==> src/rtl/iaa_pkg.sv <==
package iaa_pkg;

   localparam int VALUE_BITS = 32;
   localparam int FRAC_BITS  = 16;
   localparam int QUOT_BITS  = VALUE_BITS + FRAC_BITS;
   localparam int WIDE_BITS  = QUOT_BITS + 1;

   localparam logic signed [VALUE_BITS-1:0] FIX_ONE  = 32'sd65536;
   localparam logic signed [WIDE_BITS-1:0]  WIDE_MAX = 49'sd2147483647;
   localparam logic signed [WIDE_BITS-1:0]  WIDE_MIN = -49'sd2147483648;

   typedef enum logic [4:0] {
      OP_LOAD    = 5'd0,
      OP_NEG     = 5'd1,
      OP_INV     = 5'd2,
      OP_MSTORE  = 5'd3,
      OP_MRECALL = 5'd4,
      OP_MCLEAR  = 5'd5,
      OP_MADD    = 5'd6,
      OP_MSUB    = 5'd7,
      OP_SADD    = 5'd8,
      OP_SSUB    = 5'd9,
      OP_SMUL    = 5'd10,
      OP_SDIV    = 5'd11,
      OP_SDIVBY  = 5'd12,
      OP_IADD    = 5'd13,
      OP_ISUB    = 5'd14,
      OP_IMUL    = 5'd15,
      OP_IDIV    = 5'd16,
      OP_ISECT   = 5'd17,
      OP_CLEAR   = 5'd18
   } op_type;

   typedef enum logic [1:0] {
      ST_OK      = 2'd0,
      ST_NOVAL   = 2'd1,
      ST_BADOPND = 2'd2,
      ST_DIVZERO = 2'd3
   } status_type;

   typedef enum logic [2:0] {
      BS_EXEC,
      BS_MUL,
      BS_MULW,
      BS_DIVS,
      BS_DIVW,
      BS_FINISH
   } bstate_type;

   typedef struct packed {
      logic [4:0]                    req_type;
      logic signed [VALUE_BITS-1:0]  operand_lo;
      logic signed [VALUE_BITS-1:0]  operand_hi;
   } req_item_type;

   typedef struct packed {
      logic [1:0]                    status;
      logic                          shown;
      logic signed [VALUE_BITS-1:0]  result_lo;
      logic signed [VALUE_BITS-1:0]  result_hi;
      logic                          saturated;
   } rsp_item_type;

   typedef struct packed {
      op_type                        op;
      logic signed [VALUE_BITS-1:0]  a;
      logic signed [VALUE_BITS-1:0]  b;
      logic                          bad;
   } cmd_type;

   // clamp a wide value to Q16.16, top bit flags saturation
   function automatic logic [VALUE_BITS:0] clamp_f(input logic signed [WIDE_BITS-1:0] v);
      logic [VALUE_BITS:0] r;
      if (v > WIDE_MAX) begin
         r = {1'b1, WIDE_MAX[VALUE_BITS-1:0]};
      end else if (v < WIDE_MIN) begin
         r = {1'b1, WIDE_MIN[VALUE_BITS-1:0]};
      end else begin
         r = {1'b0, v[VALUE_BITS-1:0]};
      end
      return r;
   endfunction

endpackage

==> src/rtl/iaa_front.sv <==
module iaa_front (
   input  logic                  clock,
   input  logic                  reset,
   input  logic                  push,
   input  iaa_pkg::req_item_type req_data,
   output logic                  full,
   output logic                  cmd_valid,
   output iaa_pkg::cmd_type      cmd,
   input  logic                  cmd_pop
);
   import iaa_pkg::*;

   cmd_type    q_ff [2];
   logic       wr_ff, wr_in, rd_ff, rd_in;
   logic [1:0] cnt_ff, cnt_in;
   cmd_type    entry;
   logic       do_push, do_pop;

   // classify the incoming transaction
   always_comb begin
      entry.op  = op_type'(req_data.req_type);
      entry.a   = req_data.operand_lo;
      entry.b   = req_data.operand_hi;
      entry.bad = req_data.operand_lo > req_data.operand_hi;
   end

   assign full      = cnt_ff[1];
   assign cmd_valid = cnt_ff != 2'd0;
   assign cmd       = q_ff[rd_ff];
   assign do_push   = push && !full;
   assign do_pop    = cmd_pop && cmd_valid;

   // advance pointers
   always_comb begin
      wr_in  = do_push ? !wr_ff : wr_ff;
      rd_in  = do_pop ? !rd_ff : rd_ff;
      cnt_in = cnt_ff + {1'b0, do_push} - {1'b0, do_pop};
   end

   always_ff @(posedge clock) begin
      if (reset) begin
         wr_ff  <= 1'b0;
         rd_ff  <= 1'b0;
         cnt_ff <= 2'd0;
      end else begin
         wr_ff  <= wr_in;
         rd_ff  <= rd_in;
         cnt_ff <= cnt_in;
      end
   end

   always_ff @(posedge clock) begin
      if (do_push) begin
         q_ff[wr_ff] <= entry;
      end
   end

`ifndef ASSERT_OFF
   a_cnt_range: assert property (@(posedge clock) disable iff (reset)
      cnt_ff != 2'd3) else $error("queue count out of range");
   a_pop_ptr: assert property (@(posedge clock) disable iff (reset)
      do_pop |=> rd_ff != $past(rd_ff)) else $error("read pointer stuck");
   a_full_nopush: assert property (@(posedge clock) disable iff (reset)
      (full && !do_pop) |=> full) else $error("full dropped without pop");
`endif

endmodule

==> config.mk <==
export PLATFORM = sky130hd
export DESIGN_NAME = iaa_front
export DESIGN_NICKNAME = d
export VERILOG_FILES = /design/src/rtl/iaa_pkg.sv /design/src/rtl/iaa_front.sv
export SDC_FILE = /design/constraint.sdc
export NUM_CORES = 1
export LEC_CHECK = 0
export ABC_AREA = 1
export BUFFER_PORTS_ARGS = -buffer_cell sky130_fd_sc_hd__buf_4
export CORE_ASPECT_RATIO = 0.7
export CORE_MARGIN = 3
export CORE_UTILIZATION = 55
export CTS_BUF_LIST = sky130_fd_sc_hd__clkbuf_4 sky130_fd_sc_hd__clkbuf_8
export DETAILED_ROUTE_END_ITERATION = 8
export GPL_ROUTABILITY_DRIVEN = 0
export GPL_TIMING_DRIVEN = 1
export PLACE_DENSITY = 0.81
export SLEW_MARGIN = 20
export SYNTH_ARGS = -nofsm -noshare
export SYNTH_HDL_FRONTEND = slang
export SYNTH_SLANG_ARGS = --single-unit
==> constraint.sdc <==
create_clock -name clock -period 5.61 [get_ports clock]
set_input_delay 1.683 -clock clock [delete_from_list [all_inputs] [get_ports clock]]
set_output_delay 1.683 -clock clock [all_outputs]
set_load 0.02 [all_outputs]
==> flow_summary.toml, run 1 <==
[timing]
max_clock_freq_mhz = 268
max_slew_margin_pct = 36.1
rsz0062_at_grt = "no"
slew_violations = 0
tightest_slew_ps = 959
finalSetupTns_ps = 0
period_share_pct = 66.6
setup_viol = 0
hold_viol_final = 0
skew_ps = 8.63
finalCriticalPeriod_ps = 3740

[placed_design]
portBuffers = 144
dp_hpwl_mm = 8.19

[global_routing]
overflow = 0
antenna_found_initial = 0
grt_pass1_wl_mm = 18.7
grt_max_degree = 71
grt_usage_pct = 19.7
grt_pass1_vias = 3765

[yosys]
netlist.area_leader.share_pct = 68.4
synth_most_common_cell = "edfxtp_1"
synthArstFlopShare_pct = 0
syn_nets = 501
synth_top_cell_by_area = "edfxtp_1"
synth_cell_types = 23
yosysSeqAreaShare_pct = 70.0
syn_avg_cell_area_um2 = 15.6
yosys-top-cells-count = "140 x edfxtp_1, 70 x mux2_2, 44 x inv_1"
synth_area_leaders = "edfxtp_1 68%, mux2_2 13%, ha_1 6.9%"
syn_inst = 394
syn-cell-area_um2 = 6150
synth_edf_count = 140
synth_warnings = 0
ys.flop_type = "edfxtp_1"
ys_ff_latch = 145

[clock_tree]
cts_buffers = 17
clockBufferDepth = 2
clock_latency_ps = 440
clock-sinks = 145
cts_max_level = 4
ctsHoldBuffers = 0
cts_setup_buffers = 0
cts.clk_slew.worst_paths_ps = 70
cts-root-buf = "clkbuf_8"
cts_resized = 0
cts_tree = "yes"

[setup_path]
startpoint_type = "flip-flop"
critPathKind = "reg2out"
cp.arrival_ps = 2050
cp_max_fo = 70
r2r-start = "cnt_ff[1]"
cp.required_ps = 3930
endpoint_kind = "primary output"

[final_layout]
nFillCells = 728
multi_input_area_um2 = 1650
final_util_pct = 73.5
seq_area_um2 = 4310
drive_gt1_share_pct = 46.6
syn_to_final_growth_pct = 27.0
nets = 658
n_antenna_cell = 0

[hold_path]
min_from = "rd_ff"
hp-class = "reg2reg"

[route]
wl_met2_mm = 5.66
drt-pass1-iter-count = 4
wl_per_cell_um = 17.0
met1Wirelength_mm = 5.29
postRouteAntennaNets = 0
drc = 0
dr_total_vias = 3599
via_per_inst = 5.05
drtIter0Drc = 218
topRoutingLayerUsed = "met4"
wl_mm = 12.1
dr_wl_met3_mm = 1.02

[die]
die_w_um = 132
num_io_pins = 145
start_util_pct = 57.9
core_um2 = 10600
die-area_um2 = 12500
die_h_um = 94.5
rows = 31

[pwr]
ir_worst_vdd_v = 0.000551
totalPowerFinal_mw = 3.29
p_leak_nw = 3.19
p_per_area_nw_per_um2 = 422

[outcome]
status = "complete, no violations"

[flow_run]
cap_violations = 0
==> cell families (layout without fill, tap and decap cells) <==
kind of cell	count (synthesis)	after routing	share of synthesized area (%)
AOI/OAI and AO/OA	20	20	1.85
muxes	70	70	12.8
buffers and inverters	54	224	3.46
xor gates and xnor gates	1	1	0.142
DFF	145	145	70.0
and+or+nand+nor	70	70	4.80
adders and majority gates	34	34	6.92
==> critical path, cell delays in order, from the launching register on <==
cell and delay [ps]:
dfxtp_4 970, mux2_2 440, buf_4 160
==> placed cells by master, fill, tap and decap left out <==
cell type   Yosys  final
inv_2           1      1
clkinv_2        0      5
nand3_1         2      2
bufinv_16       0      3
mux2_2         70     70
edfxtp_1      140    140
nor3_1          1      1
dfxtp_4         0      1
nor2_2          4      4
nand2_1        42     42
dfxtp_1         5      4
clkinvlp_4      0      6
ha_1           34     34
o21a_2          1      1
nor2_4          0      2
o21ai_0         2      2
clkinv_1        1      1
inv_1          44     44
or2_2           2      2
nand2_2         2      2
xnor2_1         1      1
a21o_1          1      1
a21oi_2         2      2
buf_4           0    146
a21oi_1        14     14
nand4_1         2      2
clkbuf_8        0     17
clkinv_4        0      1
nor2_1         14     12
nor3b_1         1      1
==> power by group <==
part | total (mW) | switching (mW) | internal (mW)
sequential | 1.49 | 0.0990 | 1.39
clock | 0.828 | 0.393 | 0.435
combinational | 0.971 | 0.522 | 0.450
total | 3.29 | 1.01 | 2.28
==> registers in the layout, indices dropped and copies added (netlist names), named ones only <==
register / flops
wr_ff: 1
rd_ff: 1
q_ff: 140
cnt_ff: 2
==> stage by stage <==
stage	cell area, µm²	worst slack (ps)	hold slack (ps)	std cells
CTS	7810	1840	491	712
detailed placement	7410	1940	473	680
floorplan	6150	389	454	394
global route	7810	1760	535	712
global placement	7410	1960	457	680
finish	7810	1870	494	712
==> metal layers <==
layer,up-vias,GRT usage (%)
li1,1735,-
met1,1729,24.4
met2,122,31.9
met3,13,7.88
met4,0,6.92
met5,-,0
==> worst paths after layout <==
check	endpoint	slack, ps	cells after the start
worst max-delay path	cmd[33]	1870	2
worst min-delay path	flip-flop	490	2
worst max register to register	q_ff[1][48]	3300	4
worst min register to register	flip-flop	490	2
==> final cells by class <==
class | count | share of cell area, %
Timing Repair Buffer | 146 | 14.0
Sequential cell | 145 | 55.1
Clock inverter | 15 | 2.16
Inverter | 46 | 2.21
Clock buffer | 17 | 3.00
Multi-Input combinational cell | 195 | 21.1
Tap cell | 148 | 2.37
Note: power is estimated with default switching activity, not from simulation.
==> run 2: changes to the inputs <==
- CORE_UTILIZATION: 55 -> 50
- PLACE_DENSITY: 0.81 -> 0.78
- clock period: 5.61 -> 3.1 ns (I/O delays scaled with it)
==> flow_summary.toml, run 2 (synthesis gave the netlist of run 1 again) <==
[timing]
finalWorstSetupSlack_ps = 254
worst_hold_slack_ps = 479
max_slew_margin_pct = 68.8
skew_ps = 8.83
period_share_pct = 91.8
slew_violations = 0
rsz0062_at_grt = "no"
setup_viol = 0
finalCriticalPeriod_ps = 2850
max_clock_freq_mhz = 351
tightest_slew_ps = 468
hold_viol_final = 0

[route]
drc = 0
drtIter0Drc = 208
wl_mm = 12.0
met1Wirelength_mm = 5.53
drt-pass1-iter-count = 4
wl_met2_mm = 5.48
topRoutingLayerUsed = "met4"
wl_per_cell_um = 16.6
dr_total_vias = 3647
via_per_inst = 5.04
dr_wl_met3_um = 929
postRouteAntennaNets = 0

[global_routing]
antenna_found_initial = 0
grt_max_degree = 61
grt_pass1_vias = 3787
overflow = 0
grt_pass1_wl_mm = 18.8
grt_usage_pct = 17.7

[hold_path]
min_from = "rd_ff"
hold_depth = 2
hp-class = "reg2reg"

[pwr]
seq_power_share_pct = 44.5
clock_power_share_pct = 24.2
p_per_area_nw_per_um2 = 754
ir_worst_vdd_v = 0.000463
p_sw_mw = 1.83
internal-power_mw = 4.10
switching_share_pct = 30.9
pwr-share-comb_pct = 31.3
p_leak_nw = 3.21

[die]
num_io_pins = 145
die-area_um2 = 13700
rows = 33
die_h_um = 98.8
die_w_um = 139
core_um2 = 11900
start_util_pct = 51.9

[final_layout]
drive_gt1_share_pct = 46.6
final_cell_mix = "146 x buf_4, 140 x edfxtp_1, 70 x mux2_2"
top_regs = "q_ff (140), cnt_ff (2)"
syn_to_final_growth_pct = 27.9
nets = 661
layout_commonest_cell = "buf_4"
largest_reg_flops = 140
regMostFlops = "q_ff"
n_antenna_cell = 0

[setup_path]
cpPeakStageDelay_ps = 640
r2r_cells = 9
endpoint_kind = "primary output"
r2r-end = "cnt_ff[1]"
cp_slowest_cell = "dfxtp_4"
path_cells = "buf_4 -> mux2_2 -> buf_4"
cpMostUsedCell = "buf_4"
startpoint_type = "flip-flop"
rrSetupSlack_ps = 1280
r2r-start = "cnt_ff[1]"
cp.arrival_ps = 1920
cp.required_ps = 2170
cp_max_fo = 30
critPathKind = "reg2out"

[flow_run]
cap_violations = 0

[placed_design]
portBuffers = 144
dp_hpwl_mm = 8.34
place_ws_ps = 590

[clock_tree]
cts_setup_buffers = 0
cts_resized = 0
ctsHoldBuffers = 0
cts_buffers = 17
clock_latency_ps = 430
cts_tree = "yes"
clock-sinks = 145
cts_max_level = 4
cts.clk_slew.worst_paths_ps = 80
clockBufferDepth = 2
cts-root-buf = "clkbuf_8"

[outcome]
status = "complete, no violations"
-- run 2: worst max-delay path, delay by kind of cell (launching register included) --
| family | cells | cell delay (ps) |
|---|---|---|
| flip-flops | 1 | 640 |
| buffers and inverters | 2 | 450 |
| multiplexers | 1 | 360 |
-- run 2: metal layers --
metal,vias to the layer above,track usage [%]
met5,-,0
li1,1741,-
met4,0,6.00
met2,116,27.6
met3,8,5.87
met1,1782,23.8
-- run 2: area by class of cell --
type	count	area, µm²
well taps	157	196
clock buffers	19	249
inverters	46	173
multi-input cells	195	1650
clock inverters	13	135
fillers	842	3990
flip-flops and latches	145	4310
repair buffers	149	1160
-- run 2: worst max-delay path by stage --
stage	start	to	slack [ps]	depth (start not counted)
finish	flip-flop	cmd[64]	250	3
global route	flip-flop	cmd[64]	150	3
CTS	flip-flop	cmd[64]	210	3
detailed placement	req_data[15]	q_ff[0][0]	590	11
global placement	req_data[23]	q_ff[0][0]	620	12
floorplan	push	q_ff[1][0]	-200	2
-- run 2: power groups by stage --
stage               sequential (mW)  clock, mW  combinational, mW
CTS                            2.64       1.46               1.89
global route                   2.67       1.55               1.99
global placement               2.66          0               1.85
floorplan                      2.63          0               1.14
finish                         2.64       1.43               1.86
detailed placement             2.68          0               1.88
-- run 2: stage by stage --
step	power (mW)	util (%)	instances	TNS, ps	instance area [µm²]
2_1_floorplan	3.77	-	394	-26220	6150
3_3_place_gp	4.52	63.1	692	0	7480
3_5_place_dp	4.56	63.1	692	0	7480
4_1_cts	6.00	66.4	724	0	7860
5_1_grt	6.21	66.4	724	0	7860
6_report	5.93	66.4	724	0	7860
==> run 3: changes to the inputs <==
- SETUP_SLACK_MARGIN: default -> 0.5
==> flow_summary.toml, run 3 (synthesis gave the netlist of run 1 again) <==
[hold_path]
hold_depth = 2
hp-class = "reg2reg"
min_from = "rd_ff"

[global_routing]
overflow = 0
grt_usage_pct = 18.1
grt_pass1_vias = 3803
grt_max_degree = 61
antenna_found_initial = 0
grt_pass1_wl_mm = 19.1

[pwr]
p_per_area_nw_per_um2 = 756
internal-power_mw = 4.12
p_leak_nw = 3.23
p_sw_mw = 1.85
seq_power_share_pct = 43.6
totalPowerFinal_mw = 5.97
ir_worst_vdd_v = 0.000463
pwr-share-comb_pct = 32.3
switching_share_pct = 31.0
clock_power_share_pct = 24.1

[clock_tree]
cts_tree = "yes"
cts_buffers = 17
clock_latency_ps = 430
cts.clk_slew.worst_paths_ps = 80
clock-sinks = 145
cts_resized = 0
cts_max_level = 4
ctsHoldBuffers = 0
cts-root-buf = "clkbuf_8"
clockBufferDepth = 2

[final_layout]
nets = 664
fin_cells = 727
largest_reg_flops = 140
n_antenna_cell = 0
drive_gt1_share_pct = 46.8
final_cell_mix = "148 x buf_4, 140 x edfxtp_1, 70 x mux2_2"
syn_to_final_growth_pct = 28.4
layout_commonest_cell = "buf_4"
fin_area_um2 = 7890
regMostFlops = "q_ff"
top_regs = "q_ff (140), cnt_ff (2)"

[route]
drt-pass1-iter-count = 6
via_per_inst = 5.01
postRouteAntennaNets = 0
drc = 0
wl_per_cell_um = 16.8
wl_mm = 12.2
drtIter0Drc = 208
dr_total_vias = 3645

[setup_path]
path_cells = "buf_4 -> mux2_2 -> buf_4"
critPathTopFamily = "flip-flops"
critPathKind = "reg2out"
rrSetupSlack_ps = 1270
r2r_cells = 9
cp.arrival_ps = 1640
r2r-start = "cnt_ff[1]"
critPathBufInv = 2
cp_max_fo = 10
cpMostUsedCell = "buf_4"
startpoint_type = "flip-flop"
r2r-end = "cnt_ff[1]"
cp.required_ps = 2170
endpoint_kind = "primary output"
cpPeakStageDelay_ps = 450
cp_slowest_cell = "dfxtp_4"

[timing]
max_slew_margin_pct = 72.7
skew_ps = 10.6
worst_hold_slack_ps = 477
period_share_pct = 82.8
setup_viol = 0
tightest_slew_ps = 409
hold_viol_final = 0
rsz0062_at_grt = "yes"
finalCriticalPeriod_ps = 2570
slew_violations = 0
max_clock_freq_mhz = 389
finalSetupTns_ps = 0

[placed_design]
dp.cells = 692
portBuffers = 144
place_area_um2 = 7480
dp_hpwl_mm = 8.34

[die]
die_w_um = 139
die_h_um = 98.8
rows = 33
num_io_pins = 145
core_um2 = 11900
start_util_pct = 51.9
die-area_um2 = 13700

[outcome]
status = "complete, no violations"

[flow_run]
cap_violations = 0
## run 3: timing repair
item,CTS,global route
setup buffers,3,0
pin swaps,0,0
endpoints found under the setup margin,70,32
gates cloned,0,0
## run 3: how the worst max path moves through the flow
| stage | start | end | slack, ps | depth (start not counted) |
|---|---|---|---|---|
| finish | flip-flop | cmd[17] | 530 | 3 |
| CTS | flip-flop | cmd[17] | 490 | 3 |
| floorplan | push | q_ff[1][0] | -200 | 2 |
| detailed placement | req_data[15] | q_ff[0][0] | 590 | 11 |
| global route | flip-flop | cmd[64] | 470 | 3 |
| global placement | req_data[23] | q_ff[0][0] | 620 | 12 |
## run 3: final cells by class
cell class	instances	area, µm²
Clock buffer	19	249
Clock inverter	13	135
Fill cell	841	3960
Inverter	46	173
Multi-Input combinational cell	195	1650
Sequential cell	145	4310
Tap cell	157	196
Timing Repair Buffer	152	1190
## run 3: metal layers
metal	GRT usage, %	vias to the layer above	wire (µm)
met4	6.00	0	80
met1	24.1	1780	5630
met3	5.87	10	864
met5	0	-	0
met2	28.5	108	5660
li1	-	1747	-
## run 3: metrics by stage
step | util, % | worst slack, ps
after floorplan | - | -197
after global placement | 63.1 | 617
after detailed placement | 63.1 | 590
after CTS | 66.6 | 491
after global routing | 66.6 | 465
final | 66.6 | 532
## run 3: power by group through the flow
stage	Clock [mW]	Sequential, mW	Combinational, mW
floorplan	0	2.63	1.14
global placement	0	2.66	1.85
detailed placement	0	2.68	1.88
CTS	1.46	2.61	1.96
global route	1.55	2.63	2.07
finish	1.44	2.60	1.93
## run 3: worst min-delay path: stages, from the launching register on
cell	delay (ps)
dfxtp_1	310
nand2_1	80
a21oi_1	60
